<file path="config.mk">
export PLATFORM = sky130hd
export DESIGN_NAME = midi_held_note_stack_flat
export DESIGN_NICKNAME = d
export VERILOG_FILES = /design/src/sv/mhns_pkg.sv /design/src/sv/mhns_if.sv /design/src/sv/mhns_stack_engine.sv /design/src/sv/midi_held_note_stack.sv /design/src/flat_wrapper.sv
export SDC_FILE = /design/constraint.sdc
export NUM_CORES = 1
export LEC_CHECK = 0
export ABC_AREA = 1
export BUFFER_PORTS_ARGS = -buffer_cell sky130_fd_sc_hd__buf_2
export CORE_MARGIN = 10
export CORE_UTILIZATION = 55
export CTS_CLUSTER_DIAMETER = 200
export DETAILED_ROUTE_END_ITERATION = 10
export GPL_TIMING_DRIVEN = 0
export PLACE_DENSITY = 0.76
export SLEW_MARGIN = 40
export SYNTH_ARGS = -nofsm -noshare
export SYNTH_HDL_FRONTEND = slang
export SYNTH_SLANG_ARGS = --single-unit
</file>
<file path="constraint.sdc">
create_clock -name clk -period 2.6 [get_ports clk]
set_input_delay 0.13 -clock clk [delete_from_list [all_inputs] [get_ports clk]]
set_output_delay 0.13 -clock clk [all_outputs]
set_load 0.005 [all_outputs]
</file>
<file path="src/sv/mhns_pkg.sv">
// Shared types and constants for the held note stack.
`timescale 1ns / 1ps

package mhns_pkg;

	localparam int STACK_DEPTH = 16;
	localparam int IDX_W       = (STACK_DEPTH > 1) ? $clog2(STACK_DEPTH) : 1;
	localparam int CNT_W       = $clog2(STACK_DEPTH + 1);

	localparam logic [7:0] STATUS_NOTE_OFF = 8'h80;
	localparam logic [7:0] STATUS_NOTE_ON  = 8'h90;

	typedef logic [7:0] status_t;
	typedef logic [6:0] note_t;
	typedef logic [6:0] velocity_t;
	typedef logic [3:0] query_t;
	typedef logic [4:0] count_t;

	typedef enum logic [1:0] {
		OP_QUERY,
		OP_PUSH,
		OP_PULL
	} op_t;

	typedef struct packed {
		op_t    op;
		note_t  note;
		query_t query;
	} cmd_t;

	typedef struct packed {
		note_t  queried_note;
		count_t held_count;
		logic   any_held;
		logic   dropped_oldest;
	} result_t;

endpackage

</file>
<file path="src/sv/mhns_if.sv">
// Handshake channels for MIDI messages in and stack reports out.
`timescale 1ns / 1ps

interface mhns_msg_if;
	logic                valid;
	logic                ready;
	mhns_pkg::status_t   status_byte;
	mhns_pkg::note_t     note_number;
	mhns_pkg::velocity_t note_velocity;
	mhns_pkg::query_t    query_index;

	modport source (output valid, status_byte, note_number, note_velocity, query_index,
		input ready);
	modport sink (input valid, status_byte, note_number, note_velocity, query_index,
		output ready);
endinterface

interface mhns_res_if;
	logic             valid;
	logic             ready;
	mhns_pkg::note_t  queried_note;
	mhns_pkg::count_t held_count;
	logic             any_held;
	logic             dropped_oldest;

	modport source (output valid, queried_note, held_count, any_held, dropped_oldest,
		input ready);
	modport sink (input valid, queried_note, held_count, any_held, dropped_oldest,
		output ready);
endinterface

</file>
<file path="src/sv/mhns_stack_engine.sv">
// Note stack storage with its shift, search and close sequencer.
`timescale 1ns / 1ps

module mhns_stack_engine (
	input  logic              clk,
	input  logic              arst_n,
	input  logic              cmd_valid,
	input  mhns_pkg::cmd_t    cmd,
	output logic              cmd_ready,
	output logic              res_valid,
	output mhns_pkg::result_t res,
	input  logic              res_take
);

	typedef enum logic [4:0] {
		ST_IDLE     = 5'b00001,
		ST_SHIFT_UP = 5'b00010,
		ST_SEARCH   = 5'b00100,
		ST_CLOSE    = 5'b01000,
		ST_REPLY    = 5'b10000
	} state_t;

	state_t                         state_q;
	mhns_pkg::cmd_t                 cmd_q;
	logic [mhns_pkg::IDX_W-1:0]     idx_q;
	logic [mhns_pkg::CNT_W-1:0]     total_q;
	logic                           dropped_q;
	mhns_pkg::note_t                stack_q [mhns_pkg::STACK_DEPTH];

	logic [mhns_pkg::IDX_W-1:0]     rd_idx;
	mhns_pkg::note_t                rd_note;
	logic                           idx_last;
	logic                           full;
	logic                           wr_en;
	mhns_pkg::note_t                wr_data;

	assign full     = (total_q == mhns_pkg::CNT_W'(mhns_pkg::STACK_DEPTH));
	assign idx_last = ((mhns_pkg::CNT_W'(idx_q) + mhns_pkg::CNT_W'(1)) >= total_q);

	always_comb begin
		unique case (state_q)
			ST_SHIFT_UP: rd_idx = idx_q - mhns_pkg::IDX_W'(1);
			ST_CLOSE:    rd_idx = idx_q + mhns_pkg::IDX_W'(1);
			ST_REPLY:    rd_idx = mhns_pkg::IDX_W'(cmd_q.query);
			default:     rd_idx = idx_q;
		endcase
	end

	assign rd_note = stack_q[rd_idx];

	always_comb begin
		wr_en   = 1'b0;
		wr_data = rd_note;
		unique case (state_q)
			ST_SHIFT_UP: begin
				wr_en = 1'b1;
				if (idx_q == '0) begin
					wr_data = cmd_q.note;
				end
			end
			ST_CLOSE: wr_en = !idx_last;
			default: wr_en = 1'b0;
		endcase
	end

	always_ff @(posedge clk) begin
		if (wr_en) begin
			stack_q[idx_q] <= wr_data;
		end
	end

	always_ff @(posedge clk or negedge arst_n) begin
		if (!arst_n) begin
			state_q   <= ST_IDLE;
			total_q   <= '0;
			idx_q     <= '0;
			dropped_q <= 1'b0;
			cmd_q     <= '0;
		end else begin
			unique case (state_q)
				ST_IDLE: begin
					if (cmd_valid) begin
						cmd_q     <= cmd;
						dropped_q <= 1'b0;
						idx_q     <= '0;
						unique case (cmd.op)
							mhns_pkg::OP_PUSH: begin
								dropped_q <= full;
								if (full) begin
									idx_q <= mhns_pkg::IDX_W'(mhns_pkg::STACK_DEPTH - 1);
								end else begin
									idx_q   <= mhns_pkg::IDX_W'(total_q);
									total_q <= total_q + mhns_pkg::CNT_W'(1);
								end
								state_q <= ST_SHIFT_UP;
							end
							mhns_pkg::OP_PULL: begin
								state_q <= (total_q == '0) ? ST_REPLY : ST_SEARCH;
							end
							default: state_q <= ST_REPLY;
						endcase
					end
				end
				ST_SHIFT_UP: begin
					if (idx_q == '0) begin
						state_q <= ST_REPLY;
					end else begin
						idx_q <= idx_q - mhns_pkg::IDX_W'(1);
					end
				end
				ST_SEARCH: begin
					if (rd_note == cmd_q.note) begin
						state_q <= ST_CLOSE;
					end else if (idx_last) begin
						state_q <= ST_REPLY;
					end else begin
						idx_q <= idx_q + mhns_pkg::IDX_W'(1);
					end
				end
				ST_CLOSE: begin
					if (idx_last) begin
						total_q <= total_q - mhns_pkg::CNT_W'(1);
						state_q <= ST_REPLY;
					end else begin
						idx_q <= idx_q + mhns_pkg::IDX_W'(1);
					end
				end
				ST_REPLY: begin
					if (res_take) begin
						state_q <= ST_IDLE;
					end
				end
				default: state_q <= ST_IDLE;
			endcase
		end
	end

	assign cmd_ready = (state_q == ST_IDLE);
	assign res_valid = (state_q == ST_REPLY);

	always_comb begin
		res.queried_note   = (32'(cmd_q.query) < 32'(total_q)) ? rd_note : '0;
		res.held_count     = mhns_pkg::count_t'(total_q);
		res.any_held       = (total_q != '0);
		res.dropped_oldest = dropped_q;
	end

	assert property (@(posedge clk) disable iff (!arst_n)
		32'(total_q) <= mhns_pkg::STACK_DEPTH)
		else $error("held count above stack depth");

	assert property (@(posedge clk) disable iff (!arst_n)
		res_valid && res.dropped_oldest |-> full)
		else $error("drop reported without a full stack");

	assert property (@(posedge clk) disable iff (!arst_n)
		state_q == ST_SHIFT_UP |=> state_q == ST_SHIFT_UP || state_q == ST_REPLY)
		else $error("shift left before reaching the top");

	assert property (@(posedge clk) disable iff (!arst_n)
		state_q == ST_CLOSE |=> $past(total_q) == total_q
			|| $past(total_q) == total_q + mhns_pkg::CNT_W'(1))
		else $error("closing a gap changed the count by more than one");

	assert property (@(posedge clk) disable iff (!arst_n)
		state_q == ST_REPLY && res_take |=> state_q == ST_IDLE)
		else $error("report taken but sequencer not idle");

endmodule

</file>
<file path="src/sv/midi_held_note_stack.sv">
// Top level of the held note stack: message decode and report register.
//
//   channel  dir  carries
//   msg      in   status_byte, note_number, note_velocity, query_index
//   res      out  queried_note, held_count, any_held, dropped_oldest
//
// The single read/write port of the stack, stepped one entry per cycle by
// the sequencer, sets how long a message takes from transfer to report. Note
// on shifts the new count of entries, note off searches then closes the gap.
// No new message is taken meanwhile.
// A report waits in the output register while the stack takes the next message.
// Reset empties the stack at once; the stored notes are not cleared.
`timescale 1ns / 1ps

module midi_held_note_stack (
	input  logic       clk,
	input  logic       arst_n,
	mhns_msg_if.sink   msg,
	mhns_res_if.source res
);

	mhns_pkg::cmd_t    cmd;
	logic              cmd_ready;
	logic              eng_res_valid;
	mhns_pkg::result_t eng_res;
	logic              res_take;
	logic              res_valid_q;
	mhns_pkg::result_t res_q;

	always_comb begin
		cmd.note  = msg.note_number;
		cmd.query = msg.query_index;
		priority if (msg.status_byte == mhns_pkg::STATUS_NOTE_ON && msg.note_velocity != '0) begin
			cmd.op = mhns_pkg::OP_PUSH;
		end else if (msg.status_byte == mhns_pkg::STATUS_NOTE_ON
			|| msg.status_byte == mhns_pkg::STATUS_NOTE_OFF) begin
			cmd.op = mhns_pkg::OP_PULL;
		end else begin
			cmd.op = mhns_pkg::OP_QUERY;
		end
	end

	mhns_stack_engine u_engine (
		.clk       (clk),
		.arst_n    (arst_n),
		.cmd_valid (msg.valid),
		.cmd       (cmd),
		.cmd_ready (cmd_ready),
		.res_valid (eng_res_valid),
		.res       (eng_res),
		.res_take  (res_take)
	);

	assign msg.ready = cmd_ready;
	assign res_take  = eng_res_valid && (!res_valid_q || res.ready);

	always_ff @(posedge clk or negedge arst_n) begin
		if (!arst_n) begin
			res_valid_q <= 1'b0;
		end else if (res_take) begin
			res_valid_q <= 1'b1;
		end else if (res.ready) begin
			res_valid_q <= 1'b0;
		end
	end

	always_ff @(posedge clk) begin
		if (res_take) begin
			res_q <= eng_res;
		end
	end

	assign res.valid          = res_valid_q;
	assign res.queried_note   = res_q.queried_note;
	assign res.held_count     = res_q.held_count;
	assign res.any_held       = res_q.any_held;
	assign res.dropped_oldest = res_q.dropped_oldest;

endmodule

</file>
<file path="src/flat_wrapper.sv">
// flat-port wrapper written by rule: the top's interface ports become plain ports
module midi_held_note_stack_flat 
  (clk, arst_n, msg_valid, msg_status_byte, msg_note_number, msg_note_velocity, msg_query_index, msg_ready, res_valid, res_queried_note, res_held_count, res_any_held, res_dropped_oldest, res_ready);
  mhns_msg_if msg_i ();
  mhns_res_if res_i ();
  input  logic clk;
  input  logic arst_n;
  input wire logic [$bits(msg_i.valid)-1:0] msg_valid;
  input wire logic [$bits(msg_i.status_byte)-1:0] msg_status_byte;
  input wire logic [$bits(msg_i.note_number)-1:0] msg_note_number;
  input wire logic [$bits(msg_i.note_velocity)-1:0] msg_note_velocity;
  input wire logic [$bits(msg_i.query_index)-1:0] msg_query_index;
  output wire logic [$bits(msg_i.ready)-1:0] msg_ready;
  output wire logic [$bits(res_i.valid)-1:0] res_valid;
  output wire logic [$bits(res_i.queried_note)-1:0] res_queried_note;
  output wire logic [$bits(res_i.held_count)-1:0] res_held_count;
  output wire logic [$bits(res_i.any_held)-1:0] res_any_held;
  output wire logic [$bits(res_i.dropped_oldest)-1:0] res_dropped_oldest;
  input wire logic [$bits(res_i.ready)-1:0] res_ready;
  assign msg_i.valid = msg_valid;
  assign msg_i.status_byte = msg_status_byte;
  assign msg_i.note_number = msg_note_number;
  assign msg_i.note_velocity = msg_note_velocity;
  assign msg_i.query_index = msg_query_index;
  assign msg_ready = msg_i.ready;
  assign res_valid = res_i.valid;
  assign res_queried_note = res_i.queried_note;
  assign res_held_count = res_i.held_count;
  assign res_any_held = res_i.any_held;
  assign res_dropped_oldest = res_i.dropped_oldest;
  assign res_i.ready = res_ready;
  midi_held_note_stack u_core (.clk(clk), .arst_n(arst_n), .msg(msg_i), .res(res_i));
endmodule
</file>
## Word level (Yosys, flattened, before mapping)

Memory sizes are Yosys's and may differ from the RTL's.
Cells that the tools add are included.

| storage, ports and cells | value |
|---|---|
| output and inout port bits | 16 |
| RAM bits | 112 |
| memories kept | 1 |
| flip-flop bits (word level) | 41 |
| input bits | 30 |
| logic and storage cells | 86 |

| cells by class | value |
|---|---|
| reductions and logical operators | 17 |
| $add $sub $neg | 5 |
| mux-type cells | 31 |
| equal/unequal tests | 19 |
| magnitude comparators | 2 |

Memory list:

| name | depth | width | read ports | clocked after memory_dff | wr ports | RTL line | text |
|---|---|---|---|---|---|---|---|
| u_core.u_engine.stack_q | 16 | 7 | 1 | 0 | 1 | mhns_stack_engine.sv:28 | `mhns_pkg::note_t stack_q [mhns_pkg::STACK_DEPTH];` |

Operator list:

| kind | number |
|---|---|
| $mux W5 | 10 |
| $pmux W5 S5 | 1 |
| $mux W4 | 6 |
| $pmux W5 S2 | 2 |
| $eq A8 B8 Y1 const B | 2 |
| $pmux W4 S4 | 1 |
| $mux W7 | 2 |
| $ne A2 B2 Y1 const B | 7 |
| $pmux W4 S3 | 1 |
| $eq A5 B5 Y1 const B | 2 |
| $eq A7 B7 Y1 | 1 |
| $reduce_bool A7 Y1 | 1 |
| $add A4 B1 Y5 const B | 1 |
| $add A5 B1 Y5 const B | 1 |
| $eq A5 B1 Y1 const B | 1 |
| $eq A5 B2 Y1 const B | 1 |
| $eq A5 B3 Y1 const B | 1 |
| $eq A5 B4 Y1 const B | 1 |
| $ge A5 B5 Y1 | 1 |
| $logic_not A5 Y1 | 1 |
| $lt A4 B5 Y1 | 1 |
| $mux W1 | 5 |
| $reduce_and A5 Y1 | 1 |
| $reduce_bool A5 Y1 | 1 |
| 17 further kinds | 22 |

## Longest topological paths before layout

| logic depth | value |
|---|---|
| depth after elaboration | 8 |
| depth in mapped cells | 22 |

## Modules after synthesis

From an unflattened synthesis, not the netlist that was laid out.

| second synthesis, totals | value |
|---|---|
| cells, all modules | 828 |
| area, all modules | 7858.8 um2 |

Modules (own cells, without submodules):

| module | area an instance (um2) | sequential area each (um2) | instances | cells each |
|---|---|---|---|---|
| mhns_stack_engine | 7293.2 | 4015.1 | 1 | 786 |
| midi_held_note_stack | 565.5 | 445.4 | 1 | 42 |

## Worst setup path after synthesis

OpenSTA, ideal clock, no wires.

| timing path | value |
|---|---|
| path kind | reg-to-reg |
| start point | register u_core.u_engine.idx_q[0] in the netlist's numbering |
| end point | register u_core.u_engine.idx_q[3] in the netlist's numbering |
| setup time | 0.073 ns |
| slack | -0.010 ns |
| arrival | 2.537 ns |
| cell stages (with the launch flop) | 21 |
| data required time | 2.527 ns |
| cells stage by stage | dfrtp_1 -> clkbuf_2 -> inv_1 -> ha_1 -> inv_1 -> nand4_1 -> inv_1 -> nor2_1 -> o21ai_4 -> buf_2 -> o211ai_1 -> nand3_1 -> nand3_1 -> nand2_1 -> nand2_1 -> nand2_1 -> nor2_2 -> nand3_2 -> nand2_4 -> nor2_1 -> a21oi_2 |

| between the ends | value |
|---|---|
| cells in the longest elaborated chain, start to end | 6 |
| elaborated cells between the ends (all ways) | 15 |
| those cells by class | add/sub: 3; order compare: 1; eq/ne: 3; mux: 5; reduce/logical: 2; memory: 1 |

Ends and longest elaborated chain:

| item | RTL line | text |
|---|---|---|
| from (decl) | mhns_stack_engine.sv:25 | `logic [mhns_pkg::IDX_W-1:0] idx_q;` |
| from (signal assigned) | mhns_stack_engine.sv:90 | `idx_q <= mhns_pkg::IDX_W'(mhns_pkg::STACK_DEPTH - 1);` |
| from (signal assigned) | mhns_stack_engine.sv:92 | `idx_q <= mhns_pkg::IDX_W'(total_q);` |
| from (signal assigned) | mhns_stack_engine.sv:108 | `idx_q <= idx_q - mhns_pkg::IDX_W'(1);` |
| $add A4 B1 Y4 or $sub A4 B1 Y4 (tied branches) | - |  |
| $pmux W4 S3 | mhns_stack_engine.sv:41 | `unique case (state_q)` |
| $mem_v2 Z16 W7 | - |  |
| $eq A7 B7 Y1 | mhns_stack_engine.sv:112 | `if (rd_note == cmd_q.note) begin` |
| $ne A2 B2 Y1 (no line) | - |  |
| $reduce_and A4 Y1 (no line) | - |  |

Several ways; a longest one is shown, not always the timed one. The select of a mux whose other input is x is not followed.
A chain may end at the register's enable or synchronous reset.

## Worst setup path in the final report

| timing path | value |
|---|---|
| start point | register u_core.u_engine.idx_q[0] in the netlist's numbering |
| end point | register u_core.u_engine.idx_q[2] in the netlist's numbering |

The elaborated chain is that of the path after synthesis.

==> results.md <==
* Status: finished, violations left
* Failing checks: negative setup slack
* Worst hold start: msg_valid
* Maxcap violations at 0
* Via count at 7370
* First DRT Iteration DRCs at between 1000 and 1500
* P&R area growth vs syn at 40.3%
* Setup TNS at -47090 ps
* Reg2reg end: u_core.u_engine.idx_q[2]
* Die area at 19200 um2
* Row Count at 43
* Tmin final at 3170 ps
* Dpl hpwl at between 10000 and 15000 um
* WS Path Type: register to register
* Total GRT Usage at 0.246
* Seq/Total Area, Yosys at 0.579
* Initial Util at 0.558
* Critical path destination: u_core.u_engine.idx_q[2]
* Clk_lat worst skew at about 440 ps
* Die H at 138 um
* Asr flop ratio synth at 0.176
* Worst Setup End Kind: register
* WL/cell at 24.8 um
* Cells after Synth at 794
* Setup crit start: u_core.u_engine.idx_q[0]
* Setup violations, final at 233
* Ant diodes at 0
* Rel. slew slack at 0.538
* Synth Net Count at 840
* Final period util at 1.22
* Yosys warns at 0
* Slowest CP cell: dfrtp_1
* Root buf cell: clkbuf_16
* Worst hold path class: primary input to register
* Worst EP required at 2940 ps
* Family with the most delay on the worst path: simple AND/OR/NAND/NOR gates
* R2r setup slk at -570 ps
* Vias in the first global route at 6958
* Top cell type's share of synthesized area at 0.491
* Mapped Area at 7710 um2
* Worst setup SP type: register
* # placed instances at 1019
* Placer Congestion at roughly 0.85
* Worst path depth at 21
* CTS Buf Count at 17
* Largest net degree at the start of global routing at 28
* Final wirelength at 28500 um
* Worst Clk Skew at 18.0 ps
* Worst path arrival time at 3510 ps
* Ports at 46
* Reg2reg start: u_core.u_engine.idx_q[0]
* Worst-Margin Slew at 691 ps
* TritonRoute pass-1 iters at 5
* Most common cell in the netlist: nand2_1
* Synth area leader: edfxtp_1
* Worst hold margin at 116 ps
* Endpoints failing hold at 0
* CTS sink count at 153
* Antenna viol nets, final at 0
* Pleak at 0.00447 uW
* Maximum clock path buffer count at 2
* Overflow after GRT at 0
* Syn_area_per_cell at 9.71 um2
* Fin cells at 1150
* Fmax at 315 MHz
* First-pass GRT wire length at between 30000 and 40000 um
* Core area at 13800 um2
* Nets at 1003
* Worst VDD drop at ~0.54 mV
* # DRC at 0
* Final slew viol count at 0
* Post-synth EDFFs at 126
* Synth Register Bits at 153
* Area contributors post-synth: edfxtp_1 49%, nand3_1 8.6%, dfrtp_1 8.4%
* Yosys cell types at 43
* Clk slew on worst S/H paths at 70 ps
* Worst R2R Path Depth at 21
* Crit Path Max Fanout at 8
* RSZ-0062 raised after global routing: true
* Critical-path cell list: clkbuf_8 -> inv_6 -> ha_4 -> inv_2 -> nand4_1 -> nand3_2 -> nor2_4 -> buf_6 -> buf_8 -> nand3_2 -> nand3_2 -> nand2_1 -> nand2_1 -> nand3_1 -> nand2_1 -> nand2_2 -> nor2_4 -> nand3_2 -> nand2_4 -> nand2_1 -> o21ai_1
* Critical path's largest stage delay at roughly 370 ps
* Layout cells sized above 1 at 0.367
* DR vias/cell at about 6.4
* Initial antenna violation count at 0
* Pwr Density at a little over 900 nW/um2
* WHS Path Cells at 4
* Die Wd at 138 um
* CTS H-tree depth at 4
* Top FF cell, synth: edfxtp_1
* IO Port Bufs at 45
* CTS tree: yes
* Synth cell count leaders: 161 x nand2_1, 133 x nand3_1, 126 x edfxtp_1
* CP bufs+invs at 5
* Final worst setup slack at -573 ps
* Fillers at approximately 730
[report_power, final]
| group | internal [uW] | leakage [uW] | total [uW] | switching, uW |
|---|---|---|---|---|
| Combinational | 1380 | 0.00275 | 4120 | 2740 |
| Sequential | 3320 | 0.00147 | 3480 | 168 |
| Clock | 1340 | 0.000253 | 2400 | 1070 |
[cell families (layout without fill, tap and decap cells)]
family,after synthesis,in the layout,share of synthesized area
adder cells (fa/ha/maj),16,16,0.0269
XOR/XNOR,8,8,0.00909
flip-flops,153,153,0.579
AND/OR/NAND/NOR,404,404,0.254
AO/OA/AOI/OAI,65,65,0.0523
buffers and inverters,148,324,0.0790
[timing repair]
item,4_1_cts,5_1_grt
hold buffers,13,0
gates resized for setup,173,102
endpoints found under the hold margin,38,0
buffers inserted,50,29
gates cloned,6,4
pin swaps,75,60
setup endpoints to repair,238,248
[routing by layer]
layer  track usage  wire (um)  vias to the layer above
li1              -          -                     3018
met1         0.276       9260                     3439
met2         0.420      14200                      695
met3        0.0514       2940                      218
met4         0.148       2140                        0
met5             0          0                        -
[worst min path at each step]
stage,end,slack (ps)
after floorplan,u_core.res.valid,-170
after global placement,u_core.u_engine.cmd_q[9],180
final,u_core.u_engine.state_q[0],120
after CTS,u_core.u_engine.dropped_q,30
after global routing,u_core.u_engine.dropped_q,90
after detailed placement,u_core.u_engine.cmd_q[9],190
[through the flow]
step / util / total power (uW) / area (um2) / worst slack [ps]
floorplan: - / 5100 / 7710 / 10.5
global placement: 0.590 / 5880 / 8160 / -729
detailed placement: 0.590 / 5970 / 8160 / -833
CTS: 0.730 / 8960 / 10100 / -175
global route: 0.782 / 10300 / 10800 / -617
finish: 0.782 / 10000 / 10800 / -573
[final cells by class]
cell class                      count  area, um2  share of cell area
Sequential cell                   153       4470               0.413
Multi-Input combinational cell    493       3560               0.329
Timing Repair Buffer              143       1260               0.116
Inverter                          120        477              0.0441
Clock buffer                       21        450              0.0417
Buffer                             26        250              0.0231
Tap cell                          180        225              0.0208
Clock inverter                     11       98.8             0.00914
Timing Repair inverter              3       22.5             0.00208
[tightest hold or removal path, cell delays in order]
cell and delay (ps):
buf_2 120, nor2_1 70, inv_1 110, o21ai_0 110
[layout by cell type, fill, tap and decap left out, types with 4 or more instances in the layout]
master / n
inv_4: 5
ha_4: 6
nor2_4: 28
a21oi_1: 13
clkbuf_1: 6
ha_1: 9
buf_8: 5
dfrtp_1: 20
nor2_1: 21
buf_2: 48
edfxtp_1: 126
a21oi_2: 5
nand4_1: 8
inv_1: 101
nand3_1: 75
clkinvlp_4: 9
nand3b_1: 34
buf_12: 13
dlygate4sd3_1: 13
o21ai_1: 6
inv_2: 11
nand3_4: 16
nand3_2: 47
buf_4: 56
nand2_2: 17
xor2_1: 5
nand2_1: 137
dfrtp_2: 6
buf_6: 25
clkbuf_16: 18
nand2_8: 5
o21ai_2: 4
nand2_4: 4
o21ai_0: 20
[sequential cells by signal (all words and copies together), names as in the netlist]
register,count
u_core.res.held_count,5
u_core.res.queried_note,7
u_core.res.dropped_oldest,1
u_core.u_engine.state_q,5
u_core.res.valid,1
u_core.u_engine.idx_q,4
u_core.u_engine.stack_q,112
u_core.res.any_held,1
u_core.u_engine.total_q,5
u_core.u_engine.dropped_q,1
u_core.u_engine.cmd_q,11
No activity file was read; power rests on OpenSTA's default activity.
